**config.mk**
```make
export PLATFORM = sky130hd
export DESIGN_NAME = stable_priority_queue_top
export DESIGN_NICKNAME = d
export VERILOG_FILES = /design/src/design/spq_pkg.sv /design/src/design/spq_cell.sv /design/src/design/stable_priority_queue_top.sv
export SDC_FILE = /design/constraint.sdc
export NUM_CORES = 1
export LEC_CHECK = 0
export BUFFER_PORTS_ARGS = -buffer_cell sky130_fd_sc_hd__buf_2
export CORE_ASPECT_RATIO = 0.8
export CORE_MARGIN = 2
export CORE_UTILIZATION = 64
export CTS_BUF_LIST = sky130_fd_sc_hd__clkbuf_16
export CTS_CLUSTER_SIZE = 14
export DETAILED_ROUTE_END_ITERATION = 7
export PLACE_DENSITY_LB_ADDON = 0.2
export SLEW_MARGIN = 20
export SYNTH_ARGS = -nofsm -noshare
export SYNTH_HDL_FRONTEND = slang
export SYNTH_HIERARCHICAL = 1
export SYNTH_SLANG_ARGS = --single-unit
```
**constraint.sdc**
```tcl
create_clock -name clk -period 7.46 [get_ports clk]
set_input_delay 0.373 -clock clk [delete_from_list [all_inputs] [get_ports clk]]
set_output_delay 0.373 -clock clk [all_outputs]
set_load 0.1 [all_outputs]
```
**src/design/spq_pkg.sv**
```systemverilog
// spq_pkg: shared types and constants for the stable priority queue
// used by spq_cell and stable_priority_queue_top; depends on nothing
`timescale 1ns / 1ps

package spq_pkg;

	localparam int DEPTH_DEF = 16;

	typedef enum logic [1:0] {
		ST_ENQUEUED = 2'd0,
		ST_DEQUEUED = 2'd1,
		ST_EMPTY    = 2'd2,
		ST_FULL     = 2'd3
	} status_t;

	// one stored entry of the chain
	typedef struct packed {
		logic        valid;
		logic [7:0]  pri;
		logic [7:0]  age;
		logic [15:0] tag;
	} entry_t;

	// operation broadcast to every cell in the accepting cycle
	typedef struct packed {
		logic        enq;
		logic        deq;
		logic [7:0]  pri;
		logic [7:0]  age;
		logic [15:0] tag;
	} ctrl_t;

endpackage

```
**src/design/spq_cell.sv**
```systemverilog
// spq_cell: one slot of the sorted chain, holds an entry and shifts with its neighbors
// depends on spq_pkg
`timescale 1ns / 1ps

module spq_cell (
	input  logic           clk,
	input  logic           arst_n,
	input  spq_pkg::ctrl_t ctrl,
	input  spq_pkg::entry_t left_entry,
	input  logic           left_greater,
	input  spq_pkg::entry_t right_entry,
	output spq_pkg::entry_t entry,
	output logic           greater
);

	logic        valid_q;
	logic [7:0]  pri_q;
	logic [7:0]  age_q;
	logic [15:0] tag_q;
	spq_pkg::entry_t next_entry;
	logic        load;

	assign entry = '{valid: valid_q, pri: pri_q, age: age_q, tag: tag_q};

	// an empty slot counts as holding an infinite priority
	assign greater = !valid_q || (pri_q > ctrl.pri);

	always_comb begin
		next_entry = entry;
		load       = 1'b0;
		priority if (ctrl.deq) begin
			next_entry = right_entry;
			load       = 1'b1;
		end else if (ctrl.enq && left_greater) begin
			next_entry = left_entry;
			load       = 1'b1;
		end else if (ctrl.enq && greater) begin
			next_entry = '{valid: 1'b1, pri: ctrl.pri, age: ctrl.age, tag: ctrl.tag};
			load       = 1'b1;
		end else begin
			load       = 1'b0;
		end
	end

	always_ff @(posedge clk or negedge arst_n) begin
		if (!arst_n) begin
			valid_q <= 1'b0;
		end else if (load) begin
			valid_q <= next_entry.valid;
		end
	end

	always_ff @(posedge clk) begin
		if (load) begin
			pri_q <= next_entry.pri;
			age_q <= next_entry.age;
			tag_q <= next_entry.tag;
		end
	end

endmodule

```
**src/design/stable_priority_queue_top.sv**
```systemverilog
// channel  | valid    | stall     | payload
// input    | in_valid | in_stall  | action, priority_req, age, name_tag
// output   | out_valid| out_stall | status, out_priority, out_age, out_name_tag
//
// one item per cycle while in_stall is low: every cell compares against the new priority at once and
// shifts by one slot, so the chain update finishes in the accepting cycle
// the result is held in the output register from the cycle after acceptance
// in_stall is high only while a result waits in that register and out_stall is high
// reset clears every slot's valid bit and the output valid; no clearing pass
// top level: instantiates DEPTH spq_cell slots; depends on spq_pkg
`timescale 1ns / 1ps

module stable_priority_queue_top #(
	parameter int DEPTH = spq_pkg::DEPTH_DEF
) (
	input  logic        clk,
	input  logic        arst_n,
	input  logic        in_valid,
	output logic        in_stall,
	input  logic        action,
	input  logic [7:0]  priority_req,
	input  logic [7:0]  age,
	input  logic [15:0] name_tag,
	output logic        out_valid,
	input  logic        out_stall,
	output logic [1:0]  status,
	output logic [7:0]  out_priority,
	output logic [7:0]  out_age,
	output logic [15:0] out_name_tag
);

	spq_pkg::entry_t entries [DEPTH];
	logic [DEPTH-1:0] greater;
	logic [DEPTH-1:0] valid_vec;
	spq_pkg::ctrl_t   ctrl;
	logic             accept;
	logic             full;
	logic             empty;

	logic             out_valid_q;
	spq_pkg::status_t status_q;
	logic [7:0]       pri_q;
	logic [7:0]       age_q;
	logic [15:0]      tag_q;

	assign in_stall = out_valid_q && out_stall;
	assign accept   = in_valid && !in_stall;
	assign full     = entries[DEPTH-1].valid;
	assign empty    = !entries[0].valid;

	assign ctrl = '{
		enq: accept && !action && !full,
		deq: accept && action && !empty,
		pri: priority_req,
		age: age,
		tag: name_tag
	};

	for (genvar i = 0; i < DEPTH; i++) begin : g_cell
		spq_pkg::entry_t left_e;
		spq_pkg::entry_t right_e;
		logic            left_g;

		if (i == 0) begin : g_head
			assign left_e = '0;
			assign left_g = 1'b0;
		end else begin : g_mid
			assign left_e = entries[i-1];
			assign left_g = greater[i-1];
		end
		if (i == DEPTH - 1) begin : g_tail
			assign right_e = '0;
		end else begin : g_body
			assign right_e = entries[i+1];
		end

		spq_cell u_cell (
			.clk         (clk),
			.arst_n      (arst_n),
			.ctrl        (ctrl),
			.left_entry  (left_e),
			.left_greater(left_g),
			.right_entry (right_e),
			.entry       (entries[i]),
			.greater     (greater[i])
		);

		assign valid_vec[i] = entries[i].valid;
	end

	always_ff @(posedge clk or negedge arst_n) begin
		if (!arst_n) begin
			out_valid_q <= 1'b0;
		end else if (accept) begin
			out_valid_q <= 1'b1;
		end else if (!out_stall) begin
			out_valid_q <= 1'b0;
		end
	end

	always_ff @(posedge clk) begin
		if (accept) begin
			pri_q <= '0;
			age_q <= '0;
			tag_q <= '0;
			unique case ({action, full, empty})
				3'b000, 3'b001: status_q <= spq_pkg::ST_ENQUEUED;
				3'b010, 3'b011: status_q <= spq_pkg::ST_FULL;
				3'b101, 3'b111: status_q <= spq_pkg::ST_EMPTY;
				default: begin
					status_q <= spq_pkg::ST_DEQUEUED;
					pri_q    <= entries[0].pri;
					age_q    <= entries[0].age;
					tag_q    <= entries[0].tag;
				end
			endcase
		end
	end

	assign out_valid    = out_valid_q;
	assign status       = status_q;
	assign out_priority = pri_q;
	assign out_age      = age_q;
	assign out_name_tag = tag_q;

`ifndef SYNTH
	// occupied slots always form a run from the head
	a_contiguous: assert property (@(posedge clk) disable iff (!arst_n)
		((valid_vec + 1'b1) & valid_vec) == '0)
		else $error("queue slots not contiguous from head");

	a_enq_count: assert property (@(posedge clk) disable iff (!arst_n)
		ctrl.enq |=> $countones(valid_vec) == $past($countones(valid_vec)) + 1)
		else $error("enqueue did not add exactly one entry");

	a_deq_count: assert property (@(posedge clk) disable iff (!arst_n)
		ctrl.deq |=> ($countones(valid_vec) + 1 == $past($countones(valid_vec)))
			&& status == spq_pkg::ST_DEQUEUED)
		else $error("dequeue beat mismatch");

	a_idle_hold: assert property (@(posedge clk) disable iff (!arst_n)
		!ctrl.enq && !ctrl.deq |=> $stable(valid_vec))
		else $error("chain changed without an operation");
`endif

endmodule
```
==> results.sh, run 1 <==
export IMPL_ant_nets=0
export IMPL_routed_wirelength_um=71800
export IMPL_cp_start_kind="flop"
export IMPL_die_w_um=252
export IMPL_syn_area_per_cell_um2=10.7
export IMPL_multi_input_comb_area_um2=13900
export IMPL_die_height_um=202
export IMPL_switching_share_pct=32.1
export IMPL_dieArea_um2=51000
export IMPL_p_leak_nw=15.2
export IMPL_numCtsBuffers=56
export IMPL_clock_power_share_pct=28.9
export IMPL_clockRootBuffer="clkbuf_16"
export IMPL_wl_per_cell_um=19.7
export IMPL_ioPinCount=73
export IMPL_core_area_um2=48500
export IMPL_p_switching_w=0.00309
export IMPL_portBuffers=72
export IMPL_fin_tns_setup_ns=0
export IMPL_netlist_instances=2931
export IMPL_place_congestion=0.839
export IMPL_status="finished, violations left"
export IMPL_r2r_cells=7
export IMPL_maxCapViolations=0
export IMPL_regArea_um2=16800
export IMPL_pwr_share_comb_pct=23.1
export IMPL_finalCritPeriodShare_pct=45.7
export IMPL_critPathKind="reg2reg"
export IMPL_grt_pass1_wl_um=118000
export IMPL_fmax_mhz=293
export IMPL_clock_latency_ns=0.63
export IMPL_endpoint_kind="flop"
export IMPL_fillCellCount=3521
export IMPL_p_per_area_nw_per_um2=279
export IMPL_path_clk_slew_ns=0.06
export IMPL_slew_viol_final=34
export IMPL_intPower_w=0.00653
export IMPL_n_antenna_cell=0
export IMPL_rrSetupSlack_ns=4.05
export IMPL_antenna_found_initial=0
export IMPL_slew_headroom_pct=-40.0
export IMPL_fin_nets=3142
export IMPL_crit_required_ns=7.74
export IMPL_hold_viol_final=0
export IMPL_drive_above_1_share_pct=7.14
export IMPL_r2r_end="g_cell[12].u_cell/tag_q[7]"
export IMPL_worstPathArrival_ns=3.69
export IMPL_worst_pin_slew_ns=2.10
export IMPL_drt_iter0_drc=1867
export IMPL_place_hpwl_um=48300
export IMPL_holdPathEnd="out_valid"
export IMPL_grt_overflow_total=0
export IMPL_grt_setup_unrepaired="false"
export IMPL_dp_slack_ns=3.54
export IMPL_finalSetupViolCount=0
export IMPL_fin_crit_ns=3.41
export IMPL_grt_max_degree=294
export IMPL_finClkSkew_ns=0.0166
export IMPL_min_from="out_stall"
export IMPL_via_per_inst=6.20
export IMPL_cts_resized=0
export IMPL_grtUsageTotal_pct=28.1
export IMPL_power_frac_seq_pct=48.1
export IMPL_synthToLayoutAreaGrowth_pct=9.41
export IMPL_clock_path_buffers=3
export IMPL_syn_cell_area_um2=31500
export IMPL_utilization_pct=71.1
export IMPL_initial_core_util_pct=65.0
export IMPL_ys_warnings_count=6
export IMPL_cts_tree="done"
export IMPL_htreeDepth=2
export IMPL_setup_slack_ns=4.05
export IMPL_drc_errors=0
export IMPL_hp_class="in2reg"
export IMPL_rows=72
export IMPL_r2r_start="g_cell[0].u_cell/valid_q"
export IMPL_worstHoldPathCells=3
export IMPL_timing_hold_ws_ns=0.121
export IMPL_drt_pass1_iter_count=5
export IMPL_cts_num_sinks=563
export IMPL_routed_via_count=22647
export IMPL_worstPathMaxFanout=259
export IMPL_ir_worst_vdd_v=0.000224
export IMPL_violations="slew limit"
export IMPL_grt_pass1_vias=22968
worst max path at each step:
stage,start,endpoint,slack (ns),cells past startpoint
floorplan,out_valid,g_cell[0].u_cell/age_q[0],0.81,4
global placement,priority_req[5],g_cell[5].u_cell/pri_q[5],3.68,10
detailed placement,priority_req[5],g_cell[12].u_cell/tag_q[8],3.54,10
CTS,g_cell[13].u_cell/pri_q[5],g_cell[14].u_cell/tag_q[10],4.13,8
global route,g_cell[9].u_cell/pri_q[7],g_cell[10].u_cell/tag_q[5],3.85,8
finish,g_cell[0].u_cell/valid_q,g_cell[12].u_cell/tag_q[7],4.05,7
metal layers:
metal,routed length (um),track usage [%]
met1,32200,39.8
met2,34800,46.8
met3,3360,3.18
met4,1400,7.14
met5,0,0
flip-flops by register name, indices dropped and copies added, names as in the netlist:
name                   count
g_cell.u_cell/tag_q      256
status                     2
out_priority               8
out_age                    8
g_cell.u_cell/age_q      128
out_valid                  1
g_cell.u_cell/pri_q      128
out_name_tag              16
g_cell.u_cell/valid_q     16
per-stage QoR:
stage               cells  area [um^2]  power (W)
floorplan            2999        31800    0.00620
global placement     3546        32700    0.00676
detailed placement   3546        32700    0.00686
CTS                  3653        34400    0.00964
global route         3653        34500     0.0101
finish               3653        34500    0.00961
worst max-delay path: stages (launching register included):
cell,delay (ns)
dfrtp_1,0.32
buf_4,0.32
nand2_2,0.13
nor2_4,0.20
buf_12,0.57
nor2_1,0.17
a311oi_4,0.60
buf_4,0.46
cells in the final DEF, fill, tap and decap left out, drive strengths merged, types with 32 or more instances in the layout:
cell / count
buf: 100
o21ai: 545
inv: 156
and3: 32
nand2: 562
mux2i: 512
conb: 69
a21oi: 63
clkinv: 32
nor2: 48
nor2b: 32
clkbuf: 57
ha: 128
edfxtp: 546
layout make-up:
class	instances	share of cell area (%)
clock buffer	57	4.14
clock inverter	48	1.01
inverter	146	1.59
multi-input combinational	2108	40.4
sequential	563	48.8
tap	629	2.28
timing repair buffer	102	1.82
power groups by stage:
stage                     sequential [W]  combinational (W)  clock (W)
after floorplan                  0.00471            0.00150          0
after global placement           0.00467            0.00209          0
after detailed placement         0.00467            0.00219          0
after CTS                        0.00462            0.00220    0.00282
after global routing             0.00468            0.00244    0.00293
final                            0.00462            0.00222    0.00278
timing repair:
| item | CTS | global route |
|---|---|---|
| hold endpoints to repair | 18 | 0 |
| hold buffers | 2 | 0 |
| setup buffers | 0 | 0 |
Note: power is estimated with default switching activity, not from simulation.
==> inputs of run 2 (changes only) <==
- CORE_UTILIZATION: 64 -> 57
- clock period: 7.46 -> 2.8 ns (I/O delays scaled with it)
==> run 2 against run 1 <==
Sequential power grew to 2.7 times the previous value. Non-clock buffer count is 114 higher. Worst setup slack worse by 4.0 ns. The flow finishes with violations (DRC, slew limit). Wire length is 3.9% higher. First-iteration DRC count is 5.2% lower. Sequential share of layout area is 2.3 points lower. Clock power grew to 2.6 times the previous value. Clock skew is 0.00090 ns lower.
==> results.sh, run 2 (synthesis results as in run 1) <==
export IMPL_status="finished, violations left"
export IMPL_violations="DRC, slew limit"
export IMPL_ioPinCount=73
export IMPL_ant_nets=0
export IMPL_routed_wl_met2_um=35800
export IMPL_dp_slack_ns=-0.122
export IMPL_p_per_area_nw_per_um2=728
export IMPL_critPathKind="reg2reg"
export IMPL_clock_latency_ns=0.62
export IMPL_crit_slowest_cell="edfxtp_1"
export IMPL_largest_reg_flops=256
export IMPL_p_leak_nw=16.0
export IMPL_regMostFlops="g_cell.u_cell/tag_q"
export IMPL_wl_per_cell_um=19.4
export IMPL_fin_nets=3256
export IMPL_maxCapViolations=0
export IMPL_portBuffers=72
export IMPL_worstPathMaxFanout=14
export IMPL_worst_pin_slew_ns=1.96
export IMPL_die_w_um=267
export IMPL_stdcell_count=3843
export IMPL_clock_path_buffers=3
export IMPL_grt_overflow_total=0
export IMPL_numCtsBuffers=56
export IMPL_top_layer="met4"
export IMPL_core_area_um2=54900
export IMPL_slew_headroom_pct=-30.7
export IMPL_path_clk_slew_ns=0.06
export IMPL_mostFrequentLayoutCells="nand2_1 (546), edfxtp_1 (546), o21ai_0 (544)"
export IMPL_fin_crit_ns=2.77
export IMPL_routed_wirelength_um=74700
export IMPL_grt_pass1_wl_um=117000
export IMPL_cts_num_sinks=563
export IMPL_dieArea_um2=57200
export IMPL_grt_max_degree=175
export IMPL_top_regs="g_cell.u_cell/tag_q (256), g_cell.u_cell/age_q (128), g_cell.u_cell/pri_q (128)"
export IMPL_crit_required_ns=3.13
export IMPL_htreeDepth=2
export IMPL_slew_viol_final=34
export IMPL_route_met3_wl_um=3880
export IMPL_place_hpwl_um=51200
export IMPL_hp_class="in2reg"
export IMPL_rows=77
export IMPL_grtUsageTotal_pct=24.9
export IMPL_ir_worst_vdd_v=0.000504
export IMPL_finalSetupViolCount=0
export IMPL_via_per_inst=5.98
export IMPL_hold_viol_final=0
export IMPL_finClkSkew_ns=0.0157
export IMPL_initial_core_util_pct=57.4
export IMPL_clockRootBuffer="clkbuf_16"
export IMPL_antenna_found_initial=0
export IMPL_endpoint_kind="flop"
export IMPL_routed_via_count=22971
export IMPL_fmax_mhz=361
export IMPL_slowest_delay_ns=0.43
export IMPL_finalCritPeriodShare_pct=99.0
export IMPL_crit_chain="ha_1 -> nand4_1 -> or2_1 -> o221a_1 -> a21oi_2 -> nor2_1 -> a311oi_4 -> buf_12 -> clkbuf_16"
export IMPL_drt_pass1_iter_count=8
export IMPL_synthToLayoutAreaGrowth_pct=14.9
export IMPL_cts_tree="done"
export IMPL_die_height_um=214
export IMPL_grt_pass1_vias=23424
export IMPL_drt_iter0_drc=1769
export IMPL_fin_tns_setup_ns=0
export IMPL_wl_met1_um=33900
export IMPL_worstPathArrival_ns=3.11
export IMPL_place_congestion=0.839
export IMPL_drc_errors=3
export IMPL_cp_start_kind="flop"
export IMPL_n_antenna_cell=0
export IMPL_dp_cells=3714
export IMPL_setup_slack_ns=0.0273
export IMPL_drive_above_1_share_pct=10.9
export IMPL_timing_hold_ws_ns=0.0421
export IMPL_utilization_pct=65.9
-- run 2: cell type report --
cell class                 count  area [um^2]
clock buffer                  56         1400
tap                          711          890
fill                        4147        18700
timing repair buffer         216         2240
multi-input combinational   2108        14000
inverter                     146          548
clock inverter                43          319
sequential                   563        16800
-- run 2: critical path: cells and delay by family, from the launching register on --
kind                       cells  cell delay [ns]
AOI/OAI and AO/OA              3             0.80
adders and majority gates      1             0.34
buffers and inverters          2             0.34
DFF                            1             0.43
and+or+nand+nor                3             0.57
-- run 2: per-stage QoR --
step	instance area, um^2	power, W
final	36200	0.0264
after global routing	36200	0.0276
after CTS	35800	0.0260
after detailed placement	34000	0.0188
after global placement	34000	0.0185
after floorplan	32100	0.0167
-- run 2: where the power goes --
| part | internal (W) | switching (W) | total, W |
|---|---|---|---|
| Clock | 0.00392 | 0.00328 | 0.00720 |
| Sequential | 0.0113 | 0.000952 | 0.0123 |
| Combinational | 0.00267 | 0.00420 | 0.00686 |
| Total | 0.0179 | 0.00843 | 0.0264 |
-- run 2: routing by layer --
metal  track usage [%]  vias up
li1                  -    10892
met1              34.6    11377
met2              41.8      611
met3              2.93       91
met4              6.33        0
met5                 0        -
-- run 2: path summary, 6_finish.rpt --
kind / start / to / slack, ns / depth (start not counted)
setup / recovery: g_cell[2].u_cell/pri_q[5] / g_cell[3].u_cell/age_q[3] / 0.03 / 9
hold / removal: action / status[0] / 0.04 / 3
setup reg to reg: g_cell[2].u_cell/pri_q[5] / g_cell[3].u_cell/age_q[3] / 0.03 / 9
hold reg to reg: g_cell[15].u_cell/tag_q[6] / g_cell[14].u_cell/tag_q[6] / 0.53 / 2
max in group asynchronous: arst_n / out_valid / 0.77 / 4
min in group asynchronous: arst_n / g_cell[6].u_cell/valid_q / 0.43 / 3
-- run 2: repair_timing --
action,4_1_cts,5_1_grt
hold buffers,5,0
cloned,0,8
setup endpoints to repair,48,497
gates resized for setup,2,18
pin swaps,0,19
endpoints found under the hold margin,18,0
setup buffers,0,17
==> inputs of run 3 (changes only) <==
- GPL_TIMING_DRIVEN: default -> 1
- RECOVER_POWER: default -> 50
==> run 3 against run 2 <==
The flow finishes with violations (slew limit). Critical path depth unchanged. Register-to-register slack about the same. Total power down 0.13%. Combinational power down 0.6%. Wire length about the same. Count of clock-buffer cells in the layout unchanged. Utilization down 0.20 points. Critical endpoint unchanged. Largest cell class unchanged. Highest routed layer unchanged.
==> results.sh, run 3 (synthesis results as in run 1) <==
export IMPL_switching_share_pct=32.1
export IMPL_pwr_share_comb_pct=25.9
export IMPL_place_hpwl_um=51200
export IMPL_rows=77
export IMPL_grt_pass1_wl_um=117000
export IMPL_finalCritPeriodShare_pct=98.5
export IMPL_stdcell_count=3843
export IMPL_grt_max_degree=175
export IMPL_htreeDepth=2
export IMPL_antenna_found_initial=0
export IMPL_clock_latency_ns=0.62
export IMPL_slew_viol_final=34
export IMPL_status="finished, violations left"
export IMPL_hold_viol_final=0
export IMPL_core_area_um2=54900
export IMPL_drc_errors=0
export IMPL_p_per_area_nw_per_um2=729
export IMPL_drt_pass1_iter_count=5
export IMPL_critPathKind="reg2reg"
export IMPL_crit_buf_inv=2
export IMPL_crit_slowest_cell="edfxtp_1"
export IMPL_power_w=0.0263
export IMPL_clock_power_share_pct=27.4
export IMPL_clockRootBuffer="clkbuf_16"
export IMPL_routed_wirelength_um=74700
export IMPL_ant_nets=0
export IMPL_numCtsBuffers=56
export IMPL_grt_overflow_total=0
export IMPL_ir_worst_vdd_v=0.000506
export IMPL_n_antenna_cell=0
export IMPL_routed_via_count=22987
export IMPL_die_height_um=214
export IMPL_fin_crit_ns=2.76
export IMPL_slowest_delay_ns=0.43
export IMPL_drt_iter0_drc=1711
export IMPL_clock_path_buffers=3
export IMPL_place_congestion=0.839
export IMPL_wl_per_cell_um=19.4
export IMPL_dp_cells=3714
export IMPL_portBuffers=72
export IMPL_endpoint_kind="flop"
export IMPL_fin_nets=3256
export IMPL_grt_pass1_vias=23424
export IMPL_p_switching_w=0.00844
export IMPL_drive_above_1_share_pct=9.61
export IMPL_crit_family="compound AO/OA/AOI/OAI gates"
export IMPL_synthToLayoutAreaGrowth_pct=14.6
export IMPL_die_w_um=267
export IMPL_path_clk_slew_ns=0.06
export IMPL_regMostFlops="g_cell.u_cell/tag_q"
export IMPL_power_frac_seq_pct=46.7
export IMPL_hp_class="in2reg"
export IMPL_via_per_inst=5.98
export IMPL_crit_required_ns=3.13
export IMPL_cts_tree="done"
export IMPL_p_leak_nw=15.8
export IMPL_ioPinCount=73
export IMPL_worst_pin_slew_ns=1.98
export IMPL_largest_reg_flops=256
export IMPL_cts_num_sinks=563
export IMPL_crit_chain="ha_1 -> nand4_1 -> or2_1 -> o221a_1 -> a21oi_2 -> nor2_1 -> a311oi_4 -> buf_12 -> clkbuf_16"
export IMPL_dieArea_um2=57200
export IMPL_mostFrequentLayoutCells="nand2_1 (546), edfxtp_1 (546), o21ai_0 (545)"
export IMPL_violations="slew limit"
export IMPL_worstPathMaxFanout=14
export IMPL_initial_core_util_pct=57.4
export IMPL_top_regs="g_cell.u_cell/tag_q (256), g_cell.u_cell/age_q (128), g_cell.u_cell/pri_q (128)"
export IMPL_cp_start_kind="flop"
export IMPL_finalSetupViolCount=0
export IMPL_grtUsageTotal_pct=24.9
export IMPL_intPower_w=0.0179
export IMPL_slew_headroom_pct=-32.2
export IMPL_fmax_mhz=362
export IMPL_finClkSkew_ns=0.0129
export IMPL_maxCapViolations=0
export IMPL_worstPathArrival_ns=3.09
-- run 3: cell types whose count changed in the layout (fill, tap and decap cells not counted), sizes merged --
cell / previous run / this run
buf: 203 / 160
clkbuf: 64 / 107
-- run 3: layer usage --
metal	track usage [%]	vias to the layer above	share of wire [%]	routed length (um)
met5	0	-	0	0
met4	6.33	0	1.6	1190
met3	2.93	98	4.7	3490
met2	41.8	563	48	35900
met1	34.6	11430	46	34200
li1	-	10896	-	-
-- run 3: power groups by stage --
| stage | clock network (W) | registers (W) | logic (W) |
|---|---|---|---|
| floorplan | 0 | 0.0124 | 0.00422 |
| global placement | 0 | 0.0124 | 0.00608 |
| detailed placement | 0 | 0.0124 | 0.00637 |
| CTS | 0.00736 | 0.0123 | 0.00641 |
| global route | 0.00765 | 0.0124 | 0.00744 |
| finish | 0.00721 | 0.0123 | 0.00682 |
-- run 3: per-stage QoR --
stage	hold slack, ns	setup slack (ns)	utilization, %	area [um^2]	TNS [ns]
after floorplan	-0.156	-0.896	-	32100	-528.12
after global placement	0.114	0.0226	61.9	34000	0
after detailed placement	0.115	-0.122	61.9	34000	-11.11
after CTS	0.00608	0.0215	65.1	35800	0
after global routing	0.0383	-0.0334	65.7	36100	-1.38
final	0.0418	0.0408	65.7	36100	0
-- run 3: area by class of cell --
cell class,instances,area (um^2)
Clock inverter,43,319
Fill cell,4172,18800
Sequential cell,563,16800
Timing Repair Buffer,216,2140
Inverter,146,548
Multi-Input combinational cell,2108,14000
Tap cell,711,890
Clock buffer,56,1400
-- run 3: worst reg2reg max path: cells and delay by family (launching register included) --
kind	cells	cell delay (ns)
AOI/OAI and AO/OA	3	0.80
and+or+nand+nor	3	0.57
DFF	1	0.43
buffers and inverters	2	0.35
adders and majority gates	1	0.34
-- run 3: path summary, 6_finish.rpt --
path | cells after the start | start | end | slack [ns]
max in group asynchronous | 4 | arst_n | out_valid | 0.62
hold / removal | 3 | action | status[0] | 0.04
setup reg to reg | 9 | g_cell[2].u_cell/pri_q[5] | g_cell[3].u_cell/age_q[3] | 0.04
hold reg to reg | 2 | g_cell[15].u_cell/tag_q[6] | g_cell[14].u_cell/tag_q[6] | 0.53
min in group asynchronous | 3 | arst_n | g_cell[6].u_cell/valid_q | 0.48
setup / recovery | 9 | g_cell[2].u_cell/pri_q[5] | g_cell[3].u_cell/age_q[3] | 0.04
-- run 3: what timing repair did --
action | 4_1_cts | 5_1_grt
buffers inserted | 0 | 17
hold buffers | 5 | 0
endpoints found under the hold margin | 18 | 0
endpoints found under the setup margin | 48 | 497
gates cloned | 0 | 8
gates resized for setup | 2 | 18
pin swaps | 0 | 19
